File: config.mk
export PLATFORM = sky130hd
export DESIGN_NAME = matrix_multiply
export DESIGN_NICKNAME = d
export VERILOG_FILES = /design/src/design/mm_pkg.sv /design/src/design/matrix_multiply.sv /design/src/design/mm_config.sv /design/src/design/mm_ctrl.sv /design/src/design/mm_datapath.sv
export SDC_FILE = /design/constraint.sdc
export NUM_CORES = 2
export LEC_CHECK = 0
export ABC_AREA = 1
export BUFFER_PORTS_ARGS = -buffer_cell sky130_fd_sc_hd__buf_2
export CORE_MARGIN = 5
export CORE_UTILIZATION = 60
export CTS_BUF_LIST = sky130_fd_sc_hd__clkbuf_2
export CTS_CLUSTER_SIZE = 12
export DETAILED_ROUTE_END_ITERATION = 8
export PLACE_DENSITY = 0.79
export REMOVE_ABC_BUFFERS = 1
export SLEW_MARGIN = 40
export SYNTH_ARGS = -nofsm -noshare
export SYNTH_HDL_FRONTEND = slang
export SYNTH_SLANG_ARGS = --single-unit
File: constraint.sdc
create_clock -name clock -period 6.34 [get_ports clock]
set_input_delay 0.634 -clock clock [delete_from_list [all_inputs] [get_ports clock]]
set_output_delay 0.634 -clock clock [all_outputs]
set_load 0.02 [all_outputs]
File: src/design/mm_pkg.sv
// ----------------------------------------------------------------------------
// Matrix multiply package
// Shared sizes, codes and the control interface types of the matrix
// multiplier.
// ----------------------------------------------------------------------------
package mm_pkg;

   localparam int MAX_DIM     = 8;
   localparam int ELEM_W      = 16;
   localparam int PROD_W      = 2 * ELEM_W;
   localparam int RESULT_W    = 40;
   localparam int CFG_W       = 4;
   localparam int CSR_IDX_W   = 2;
   localparam int DIM_W       = $clog2(MAX_DIM + 1);
   localparam int IDX_W       = $clog2(MAX_DIM);
   localparam int STORE_DEPTH = MAX_DIM * MAX_DIM;
   localparam int ADDR_W      = $clog2(STORE_DEPTH);
   localparam int COUNT_W     = $clog2(STORE_DEPTH + 1);
   localparam int DIM_RESET_RAW = 8;

   localparam logic [CSR_IDX_W-1:0] REG_ROWS_A     = CSR_IDX_W'(0);
   localparam logic [CSR_IDX_W-1:0] REG_INNER_SIZE = CSR_IDX_W'(1);
   localparam logic [CSR_IDX_W-1:0] REG_COLS_B     = CSR_IDX_W'(2);

   localparam logic KIND_LEFT  = 1'b0;
   localparam logic KIND_RIGHT = 1'b1;

   typedef enum logic [1:0] {
      ST_IDLE,
      ST_ISSUE,
      ST_DRAIN
   } state_type;

   typedef struct packed {
      logic [DIM_W-1:0] m;
      logic [DIM_W-1:0] n;
      logic [DIM_W-1:0] p;
   } dims_type;

   typedef struct packed {
      logic              wr_left;
      logic              wr_right;
      logic [ADDR_W-1:0] wr_addr;
      logic              rd_valid;
      logic [ADDR_W-1:0] rd_addr_a;
      logic [ADDR_W-1:0] rd_addr_b;
      logic              first;
      logic              sum_last;
      logic              final_elem;
   } cmd_type;

   typedef struct packed {
      logic final_done;
   } sts_type;

   typedef struct packed {
      logic valid;
      logic first;
      logic sum_last;
      logic final_elem;
   } tag_type;

   function automatic logic [DIM_W-1:0] clamp_dim(input logic [CFG_W-1:0] raw);
      logic [DIM_W-1:0] res;
      if (raw == CFG_W'(0)) begin
         res = DIM_W'(1);
      end else if (32'(raw) > MAX_DIM) begin
         res = DIM_W'(MAX_DIM);
      end else begin
         res = DIM_W'(raw);
      end
      return res;
   endfunction

   localparam logic [DIM_W-1:0] DIM_RESET = clamp_dim(CFG_W'(DIM_RESET_RAW));

endpackage

File: src/design/matrix_multiply.sv
// ----------------------------------------------------------------------------
// Matrix multiply
// Dense product C = A x B of signed Q8.8 matrices with exact Q24.16 results.
// ----------------------------------------------------------------------------
// Elements are loaded one beat per cycle while the block is idle, A in
// row-major order and then B, each tagged by req_kind; surplus elements of a
// complete matrix are dropped. Once the beat that completes both matrices is
// registered, busy rises and stays high while the block computes: one
// multiply-accumulate per cycle through a single shared multiplier. Each
// element of C appears for one cycle with rsp_strobe high, and the last one
// carries rsp_last_element. The receiver cannot stall the block; every
// result must be captured on its strobe. The user must write dimensions on
// the csr port only while the block is idle; the block does not enforce it.
// ----------------------------------------------------------------------------
module matrix_multiply (
   input  logic                                clock,
   input  logic                                reset,
   input  logic                                start,
   output logic                                busy,
   input  logic                                req_kind,
   input  logic signed [mm_pkg::ELEM_W-1:0]    req_element_value,
   output logic                                rsp_strobe,
   output logic signed [mm_pkg::RESULT_W-1:0]  rsp_product_value,
   output logic                                rsp_last_element,
   input  logic                                csr_write_enable,
   input  logic [mm_pkg::CSR_IDX_W-1:0]        csr_index,
   input  logic [mm_pkg::CFG_W-1:0]            csr_write_data
);
   import mm_pkg::*;

   dims_type dims;
   cmd_type  cmd;
   sts_type  sts;

   mm_config u_config (
      .clock            (clock),
      .reset            (reset),
      .csr_write_enable (csr_write_enable),
      .csr_index        (csr_index),
      .csr_write_data   (csr_write_data),
      .dims             (dims)
   );

   mm_ctrl u_ctrl (
      .clock    (clock),
      .reset    (reset),
      .start    (start),
      .req_kind (req_kind),
      .dims     (dims),
      .sts      (sts),
      .busy     (busy),
      .cmd      (cmd)
   );

   mm_datapath u_datapath (
      .clock             (clock),
      .reset             (reset),
      .cmd               (cmd),
      .req_element_value (req_element_value),
      .sts               (sts),
      .rsp_strobe        (rsp_strobe),
      .rsp_product_value (rsp_product_value),
      .rsp_last_element  (rsp_last_element)
   );

endmodule

File: src/design/mm_config.sv
// ----------------------------------------------------------------------------
// Matrix multiply configuration registers
// Holds the three dimensions, limited to the supported range when written.
// ----------------------------------------------------------------------------
module mm_config (
   input  logic                          clock,
   input  logic                          reset,
   input  logic                          csr_write_enable,
   input  logic [mm_pkg::CSR_IDX_W-1:0]  csr_index,
   input  logic [mm_pkg::CFG_W-1:0]      csr_write_data,
   output mm_pkg::dims_type              dims
);
   import mm_pkg::*;

   dims_type dims_ff;
   dims_type dims_in;

   always_comb begin
      dims_in = dims_ff;
      if (csr_write_enable) begin
         case (csr_index)
            REG_ROWS_A:     dims_in.m = clamp_dim(csr_write_data);
            REG_INNER_SIZE: dims_in.n = clamp_dim(csr_write_data);
            REG_COLS_B:     dims_in.p = clamp_dim(csr_write_data);
            default:        dims_in = dims_ff;
         endcase
      end
   end

   always_ff @(posedge clock) begin
      if (reset) begin
         dims_ff.m <= DIM_RESET;
         dims_ff.n <= DIM_RESET;
         dims_ff.p <= DIM_RESET;
      end else begin
         dims_ff <= dims_in;
      end
   end

   assign dims = dims_ff;

endmodule

File: src/design/mm_ctrl.sv
// ----------------------------------------------------------------------------
// Matrix multiply controller
// Counts loaded elements, detects a complete pair of matrices and steps the
// row, column and inner indexes that drive the multiply-accumulate datapath.
// ----------------------------------------------------------------------------
module mm_ctrl (
   input  logic              clock,
   input  logic              reset,
   input  logic              start,
   input  logic              req_kind,
   input  mm_pkg::dims_type  dims,
   input  mm_pkg::sts_type   sts,
   output logic              busy,
   output mm_pkg::cmd_type   cmd
);
   import mm_pkg::*;

   state_type           state_ff, state_in;
   logic [COUNT_W-1:0]  left_count_ff, left_count_in;
   logic [COUNT_W-1:0]  right_count_ff, right_count_in;
   logic [IDX_W-1:0]    i_ff, i_in;
   logic [IDX_W-1:0]    j_ff, j_in;
   logic [IDX_W-1:0]    k_ff, k_in;
   logic [ADDR_W-1:0]   a_addr_ff, a_addr_in;
   logic [ADDR_W-1:0]   b_addr_ff, b_addr_in;
   logic [ADDR_W-1:0]   row_base_ff, row_base_in;

   logic [COUNT_W-1:0]  need_left;
   logic [COUNT_W-1:0]  need_right;
   logic [COUNT_W-1:0]  left_next;
   logic [COUNT_W-1:0]  right_next;
   logic                accept;
   logic                left_hit;
   logic                right_hit;
   logic                k_last;
   logic                j_last;
   logic                i_last;

   always_ff @(posedge clock) begin
      if (reset) begin
         state_ff       <= ST_IDLE;
         left_count_ff  <= '0;
         right_count_ff <= '0;
      end else begin
         state_ff       <= state_in;
         left_count_ff  <= left_count_in;
         right_count_ff <= right_count_in;
      end
   end

   always_ff @(posedge clock) begin
      i_ff        <= i_in;
      j_ff        <= j_in;
      k_ff        <= k_in;
      a_addr_ff   <= a_addr_in;
      b_addr_ff   <= b_addr_in;
      row_base_ff <= row_base_in;
   end

   always_comb begin
      need_left  = COUNT_W'(dims.m) * COUNT_W'(dims.n);
      need_right = COUNT_W'(dims.n) * COUNT_W'(dims.p);
      k_last     = (k_ff == IDX_W'(dims.n - DIM_W'(1)));
      j_last     = (j_ff == IDX_W'(dims.p - DIM_W'(1)));
      i_last     = (i_ff == IDX_W'(dims.m - DIM_W'(1)));

      busy      = (state_ff != ST_IDLE);
      accept    = start && !busy;
      left_hit  = accept && (req_kind == KIND_LEFT) && (left_count_ff < need_left);
      right_hit = accept && (req_kind == KIND_RIGHT) && (right_count_ff < need_right);
      left_next  = left_count_ff + COUNT_W'(left_hit);
      right_next = right_count_ff + COUNT_W'(right_hit);

      state_in       = state_ff;
      left_count_in  = left_count_ff;
      right_count_in = right_count_ff;
      i_in           = i_ff;
      j_in           = j_ff;
      k_in           = k_ff;
      a_addr_in      = a_addr_ff;
      b_addr_in      = b_addr_ff;
      row_base_in    = row_base_ff;

      cmd            = '0;
      cmd.wr_left    = left_hit;
      cmd.wr_right   = right_hit;
      cmd.wr_addr    = left_hit ? left_count_ff[ADDR_W-1:0] : right_count_ff[ADDR_W-1:0];
      cmd.rd_addr_a  = a_addr_ff;
      cmd.rd_addr_b  = b_addr_ff;

      case (state_ff)
         ST_IDLE: begin
            left_count_in  = left_next;
            right_count_in = right_next;
            if (accept && (left_next >= need_left) && (right_next >= need_right)) begin
               left_count_in  = '0;
               right_count_in = '0;
               i_in           = '0;
               j_in           = '0;
               k_in           = '0;
               a_addr_in      = '0;
               b_addr_in      = '0;
               row_base_in    = '0;
               state_in       = ST_ISSUE;
            end
         end
         ST_ISSUE: begin
            cmd.rd_valid   = 1'b1;
            cmd.first      = (k_ff == '0);
            cmd.sum_last   = k_last;
            cmd.final_elem = k_last && j_last && i_last;
            if (!k_last) begin
               k_in      = k_ff + IDX_W'(1);
               a_addr_in = a_addr_ff + ADDR_W'(1);
               b_addr_in = b_addr_ff + ADDR_W'(dims.p);
            end else begin
               k_in = '0;
               if (!j_last) begin
                  j_in      = j_ff + IDX_W'(1);
                  a_addr_in = row_base_ff;
                  b_addr_in = ADDR_W'(j_ff) + ADDR_W'(1);
               end else begin
                  j_in      = '0;
                  b_addr_in = '0;
                  if (!i_last) begin
                     i_in        = i_ff + IDX_W'(1);
                     row_base_in = row_base_ff + ADDR_W'(dims.n);
                     a_addr_in   = row_base_ff + ADDR_W'(dims.n);
                  end else begin
                     state_in = ST_DRAIN;
                  end
               end
            end
         end
         ST_DRAIN: begin
            if (sts.final_done) begin
               state_in = ST_IDLE;
            end
         end
         default: begin
            state_in = ST_IDLE;
         end
      endcase
   end

endmodule

File: src/design/mm_datapath.sv
// ----------------------------------------------------------------------------
// Matrix multiply datapath
// Element stores for both matrices, a registered multiplier and the
// accumulator that forms and presents each result element.
// ----------------------------------------------------------------------------
module mm_datapath (
   input  logic                                clock,
   input  logic                                reset,
   input  mm_pkg::cmd_type                     cmd,
   input  logic signed [mm_pkg::ELEM_W-1:0]    req_element_value,
   output mm_pkg::sts_type                     sts,
   output logic                                rsp_strobe,
   output logic signed [mm_pkg::RESULT_W-1:0]  rsp_product_value,
   output logic                                rsp_last_element
);
   import mm_pkg::*;

   logic signed [ELEM_W-1:0]   left_mem [STORE_DEPTH];
   logic signed [ELEM_W-1:0]   right_mem [STORE_DEPTH];

   logic signed [ELEM_W-1:0]   left_q_ff;
   logic signed [ELEM_W-1:0]   right_q_ff;
   logic signed [PROD_W-1:0]   product_ff;
   logic signed [RESULT_W-1:0] acc_ff, acc_in;
   logic signed [RESULT_W-1:0] value_ff;
   logic                       last_ff;
   logic                       strobe_ff;
   tag_type                    tag1_ff, tag1_in;
   tag_type                    tag2_ff;

   always_ff @(posedge clock) begin
      if (cmd.wr_left) begin
         left_mem[cmd.wr_addr] <= req_element_value;
      end
      if (cmd.wr_right) begin
         right_mem[cmd.wr_addr] <= req_element_value;
      end
      left_q_ff  <= left_mem[cmd.rd_addr_a];
      right_q_ff <= right_mem[cmd.rd_addr_b];
   end

   always_comb begin
      tag1_in.valid      = cmd.rd_valid;
      tag1_in.first      = cmd.first;
      tag1_in.sum_last   = cmd.sum_last;
      tag1_in.final_elem = cmd.final_elem;
      if (tag2_ff.first) begin
         acc_in = RESULT_W'(product_ff);
      end else begin
         acc_in = acc_ff + RESULT_W'(product_ff);
      end
      sts.final_done = tag2_ff.valid && tag2_ff.final_elem;
   end

   always_ff @(posedge clock) begin
      if (reset) begin
         tag1_ff   <= '0;
         tag2_ff   <= '0;
         strobe_ff <= 1'b0;
      end else begin
         tag1_ff   <= tag1_in;
         tag2_ff   <= tag1_ff;
         strobe_ff <= tag2_ff.valid && tag2_ff.sum_last;
      end
   end

   always_ff @(posedge clock) begin
      product_ff <= left_q_ff * right_q_ff;
      if (tag2_ff.valid) begin
         acc_ff <= acc_in;
      end
      if (tag2_ff.valid && tag2_ff.sum_last) begin
         value_ff <= acc_in;
         last_ff  <= tag2_ff.final_elem;
      end
   end

   assign rsp_strobe        = strobe_ff;
   assign rsp_product_value = value_ff;
   assign rsp_last_element  = last_ff;

endmodule
After elaboration in Yosys (flattened, before gate mapping)
Memories as Yosys holds them, arrays and structs flattened. A register that Yosys moved wholly into a read port is not among the register bits.
Index checks and enable logic that the tools add are counted.

storage, ports and cells
  register bits = 177
  bits in writable memories = 2048
  input port bits = 27
  output and inout bits = 43
  logic and storage cells = 129
  memories = 2

memories
  memory                words  bits a word  rd ports  clocked after memory_dff  wr ports  RTL line           source
  u_datapath.left_mem   64     16           1         1                         1         mm_datapath.sv:18  logic signed [ELEM_W-1:0] left_mem [STORE_DEPTH];
  u_datapath.right_mem  64     16           1         1                         1         mm_datapath.sv:19  logic signed [ELEM_W-1:0] right_mem [STORE_DEPTH];

operators by class
  add/subtract/negate cells = 13
  multiply operators = 3
  magnitude comparators = 5
  equal/unequal tests = 14
  multiplexer cells = 38
  bitwise gates (word level) = 2
  reduce and logical (&&, ||, !) cells = 27

operators by type and width
  kind                 count
  $mux 6               9
  $add 40x32->40       1
  $mux 40              1
  $pmux 6 s2           3
  $mul 16x16->32       1
  $mux 3               7
  $pmux 3 s2           3
  $add 7x1->7          2
  $ge 7x7->1           2
  $lt 7x7->1           2
  $mul 4x4->7          2
  $mux 7               2
  $add 6x4->6          2
  $logic_and 1x1->1    11
  $mux 2               5
  $reduce_and 5->1     2
  $add 3x1->3 const B  3
  $eq 3x3->1           3
  $sub 3x1->3 const B  3
  $mux 4               2
  $ne 2x1->1 const B   4
  $reduce_and 2->1     4
  $add 6x1->6 const B  1
  $pmux 2 s3           1
  15 further kinds     26

Longest topological paths before layout
  depth in word-level cells = 11
  gate-level depth with buffers = 36
  mapped depth without buffers = 32

Cells and area by module
Synthesis repeated with hierarchy kept, for this count alone.

unflattened totals
  cells, all modules = 9446
  area total of the unflattened synthesis = 104517.7 µm²

by module, submodules not included
  module       instances  cells each  area an instance (µm²)  sequential area each (µm²)
  mm_datapath  1          8794        99710.6                 65392.7
  mm_ctrl      1          571         4280.4                  1131.1
  mm_config    1          81          526.8                   240.2

Least setup slack after synthesis
No wires, ideal clock.

  kind = register to register
  start = register u_config.dims_ff (netlist bit u_config.dims[5])
  end = register u_ctrl.i_ff[0] (enable)
  setup time = 374 ps
  arrival = 5824 ps
  required time = 5966 ps
  slack = 141 ps
  cell stages (with the launch flop) = 33
  buffers on the path = 4
  period minus slack after synthesis = 6199 ps
  cells stage by stage = dfxtp_1 -> clkbuf_1 -> nand2_1 -> fa_1 -> inv_1 -> fa_1 -> fa_1 -> xnor2_1 -> ha_1 -> nand3_1 -> nand2_1 -> nand2_1 -> nand2_1 -> nand2_4 -> nand2_8 -> buf_12 -> buf_2 -> buf_2 -> inv_1 -> ha_1 -> ha_1 -> xor2_1 -> ha_1 -> nand2_1 -> o211ai_1 -> nand3_1 -> nand3b_1 -> nand2_1 -> nand3_1 -> nand3_1 -> nand2_1 -> inv_1 -> nor2_1

between the ends
  word-level cells in the longest chain between the ends = 9
  elaborated cells on any way between the ends = 17
  classes of those cells = 3 x add/sub; 2 x mul; 4 x order compare; 3 x eq/ne; 5 x reduce/logical

RTL lines
  element                         RTL line         source
  from (decl)                     mm_config.sv:15  dims_type dims_ff;
  from (signal assigned)          mm_config.sv:36  dims_ff <= dims_in;
  $mul 4x4->7                     mm_ctrl.sv:61    need_left = COUNT_W'(dims.m) * COUNT_W'(dims.n);
  $lt 7x7->1                      mm_ctrl.sv:69    left_hit = accept && (req_kind == KIND_LEFT) && (left_count_ff < need_left);
  $logic_and 1x1->1               mm_ctrl.sv:69
  $add 7x1->7                     mm_ctrl.sv:71    left_next = left_count_ff + COUNT_W'(left_hit);
  $ge 7x7->1                      mm_ctrl.sv:95    if (accept && (left_next >= need_left) && (right_next >= need_right)) begin
  $logic_and 1x1->1 (2 in a row)  mm_ctrl.sv:95
  $ne 2x1->1 (no line)            -
  $reduce_and 5->1 (no line) (*)  -
  to (signal assigned)            mm_ctrl.sv:52    i_ff <= i_in;
  to (decl)                       mm_ctrl.sv:21    logic [IDX_W-1:0] i_ff, i_in;

Mark *: on every way between the ends. The rest lies on a longest branch, timed or not.
A chain may end at the register's enable or synchronous reset.

Worst setup path in the final report
  start = register u_datapath.right_q_ff[4], read port of u_datapath.right_mem
  end = register u_datapath.product_ff[27]

between the ends
  word-level cells in the longest chain between the ends = 1

RTL lines
  element               RTL line           source
  from (decl)           mm_datapath.sv:22  logic signed [ELEM_W-1:0] right_q_ff;
  $mul 16x16->32        mm_datapath.sv:68  product_ff <= left_q_ff * right_q_ff;
  to (signal assigned)  mm_datapath.sv:68
  to (decl)             mm_datapath.sv:23  logic signed [PROD_W-1:0] product_ff;

Every way passes these cells.

==> impl_metrics.json <==
{
  "status": "completed",
  "worstPathMaxFanout": 9,
  "overflow": 0,
  "combPwrFrac": 0.225,
  "setup_slack_ns": 0.3326,
  "p_leak_nw": 40.86,
  "wl_um": 286800,
  "yosys_warnings": 0,
  "clkPwrFrac": 0.283,
  "clk_latency_ns": 1.97,
  "utilization": 0.6603,
  "wl_met2_um": 132300,
  "clockRootBuffer": "clkbuf_2",
  "cts.sinks": 2257,
  "setup_viol": 0,
  "p_switching_w": 0.01090,
  "drive_gt1_frac": 0.1408,
  "start_kind": "flip-flop",
  "worstSetupPathType": "flip-flop to flip-flop",
  "max-cap-violations": 0,
  "dp_hpwl_um": 167000,
  "route.met3.wl_um": 38320,
  "peakVddDrop_mv": 0.2895,
  "cts_tree": "done",
  "relSlewSlack": 0.1678,
  "postSynthAreaPerCell_um2": 11.83,
  "antenna_found_initial": 7,
  "core_mm2": 0.1691,
  "synth-async-reset-ratio": 0,
  "post-cts-setup-buffers": 0,
  "internal_power_w": 0.02321,
  "yosysSeqAreaShare": 0.6558,
  "gp_congestion": 0.9162,
  "top_layer": "met5",
  "holdCritPathClass": "input pin to flip-flop",
  "grt_pass1_wl_um": 429600,
  "syn-cell-area_mm2": 0.1018,
  "grt_max_degree": 227,
  "h-tree-depth": 6,
  "rsz0062_at_grt": "false",
  "fin_crit_ns": 6.007,
  "synth_cell_type_count": 58,
  "hold_viol_final": 0,
  "p_seq_frac": 0.491,
  "synthFlopType": "edfxtp_1",
  "max_freq_mhz": 166.5,
  "cp-end-kind": "flip-flop",
  "tightest_slew_ns": 1.248,
  "cts_buffer_depth": 4,
  "pre_cts_ws_ns": 0.4376,
  "synthToLayoutAreaGrowth_pct": 9.677,
  "numCtsBuffers": 570,
  "start_util": 0.6020,
  "die_w_um": 421.9,
  "min_period_over_period": 0.9475,
  "ys_ff_latch": 2257,
  "firstDrtPassIters": 9,
  "worstPathRequired_ns": 8.03,
  "wire_per_inst_um": 24.58,
  "ant_nets": 0,
  "finalClockSkew_ns": 0.1993,
  "port-buffer-count": 69,
  "p_per_area_mw_per_mm2": 305.4,
  "drc": 0,
  "grt_pass1_vias": 71240,
  "slew_viol_final": 0,
  "die_area_mm2": 0.1780,
  "grtUsageTotal": 0.3166,
  "switching_share": 0.3195,
  "drt_iter0_markers": 10920,
  "synth_cells": 8604,
  "synth_edf_count": 2156,
  "nNetsFinal": 9543,
  "dr_total_vias": 72870,
  "std_cell_rows": 151,
  "arrival_ns": 7.69,
  "wl_met1_um": 103000,
  "io_pins": 70,
  "via_per_inst": 6.245,
  "clkTransAtPathRegs_ns": 0.11,
  "die_h_um": 421.9
}
[cell usage in the layout, fill, tap and decap left out, drive strengths merged, types with 114 or more instances in the layout]
| cell | n |
|---|---|
| o221ai | 138 |
| o22ai | 429 |
| fa | 273 |
| nor2 | 1411 |
| buf | 337 |
| a21oi | 126 |
| o21ai | 1235 |
| ha | 181 |
| nand2 | 870 |
| clkbuf | 818 |
| edfxtp | 2156 |
| clkinv | 114 |
| inv | 615 |
| nand3 | 217 |
[state kept, by name (all words and copies together), names as in the netlist, 7 cells and up]
| name | count |
|---|---|
| u_datapath.right_q_ff | 16 |
| u_datapath.left_q_ff | 16 |
| u_datapath.right_mem | 1024 |
| u_ctrl.left_count_ff | 7 |
| u_config.dims | 12 |
| u_datapath.acc_ff | 40 |
| u_datapath.product_ff | 32 |
| u_datapath.rsp_product_value | 40 |
| u_datapath.left_mem | 1024 |
| u_ctrl.right_count_ff | 7 |
[worst paths after layout]
path / startpoint / to / slack (ns) / cells past startpoint
hold / removal: req_kind / u_ctrl.right_count_ff[0] / 0.30 / 8
setup / recovery: u_datapath.right_q_ff[4] / u_datapath.product_ff[27] / 0.33 / 25
setup reg to reg: u_datapath.right_q_ff[4] / u_datapath.product_ff[27] / 0.33 / 25
hold reg to reg: u_datapath.tag1_ff[3] / u_datapath.tag2_ff[3] / 0.37 / 2
[what timing repair did]
item                                    4_1_cts  5_1_grt
resized for setup                             0       10
hold buffers                                 82        0
endpoints found under the setup margin        0        2
hold endpoints to repair                   2615        0
[logic make-up after synthesis]
family / after synthesis / share of synthesized area
and+or+nand+nor: 2638 / 0.1049
DFF: 2257 / 0.6558
AOI/OAI and AO/OA: 2059 / 0.1150
buffers and inverters: 1124 / 0.04212
adders and majority gates: 454 / 0.07593
xor gates and xnor gates: 72 / 0.006195
[cells in the mapped netlist, types with 40 or more instances]
master	instances	area share
ha_1	181	0.022
nand4_1	62	0.0038
nand2_1	846	0.031
fa_1	273	0.054
nor2_1	1393	0.051
dfxtp_1	101	0.020
nand3_1	215	0.011
edfxtp_1	2156	0.64
inv_1	600	0.022
o21ai_0	1227	0.060
o22ai_1	429	0.026
buf_2	40	0.0020
xor2_1	47	0.0040
clkbuf_1	445	0.016
o211ai_1	77	0.0057
o221ai_1	138	0.012
or2_2	44	0.0027
a21oi_1	126	0.0062
[critical path, stage by stage (launching register included)]
cell and delay [ns]:
dfxtp_1 0.55, buf_4 0.25, nand2_1 0.09, fa_1 0.55, inv_1 0.05, fa_1 0.49, inv_1 0.06, fa_1 0.48
fa_1 0.55, inv_1 0.06, fa_1 0.49, inv_1 0.05, fa_1 0.47, inv_1 0.04, ha_1 0.34, nand2_1 0.12
nor2_2 0.25, nand2_1 0.09, nand2_1 0.14, nand2_1 0.07, nand3_1 0.14, nand2_1 0.07, nand3_1 0.11, nand2_1 0.07
nand2_1 0.07, xor2_1 0.15
[power by group through the flow]
stage                     logic, W  clock network (W)  registers, W
final                      0.00769            0.00965        0.0168
after global routing       0.00870             0.0106        0.0168
after CTS                  0.00763            0.00975        0.0168
after detailed placement   0.00752                  0        0.0171
after global placement     0.00740                  0        0.0171
after floorplan            0.00526                  0        0.0171
[final cells by class]
class / instances / area (µm²)
timing repair buffer: 402 / 4005
antenna: 9 / 22.52
tap: 2218 / 2775
sequential: 2257 / 66770
fill: 12080 / 57440
inverter: 608 / 2323
clock inverter: 134 / 850.8
multi-input combinational: 5223 / 30800
clock buffer: 818 / 4094
[metal layers]
metal / vias to the layer above / track usage
met5: - / 0
met4: 4 / 0.1359
met3: 808 / 0.08251
li1: 31850 / -
met2: 5377 / 0.4950
met1: 34830 / 0.4256
[metrics by stage]
step	setup TNS, ns	instance area (µm²)	power [W]	hold slack (ns)	std cells
2_1_floorplan	-411.74	99800	0.02235	0.3883	8088
3_3_place_gp	0	105400	0.02450	0.3861	10620
3_5_place_dp	0	105500	0.02462	0.3932	10620
4_1_cts	0	111400	0.03414	0.1675	11650
5_1_grt	0	111600	0.03608	0.2229	11670
6_report	0	111700	0.03410	0.3017	11670
(Power assumes the default switching activity.)
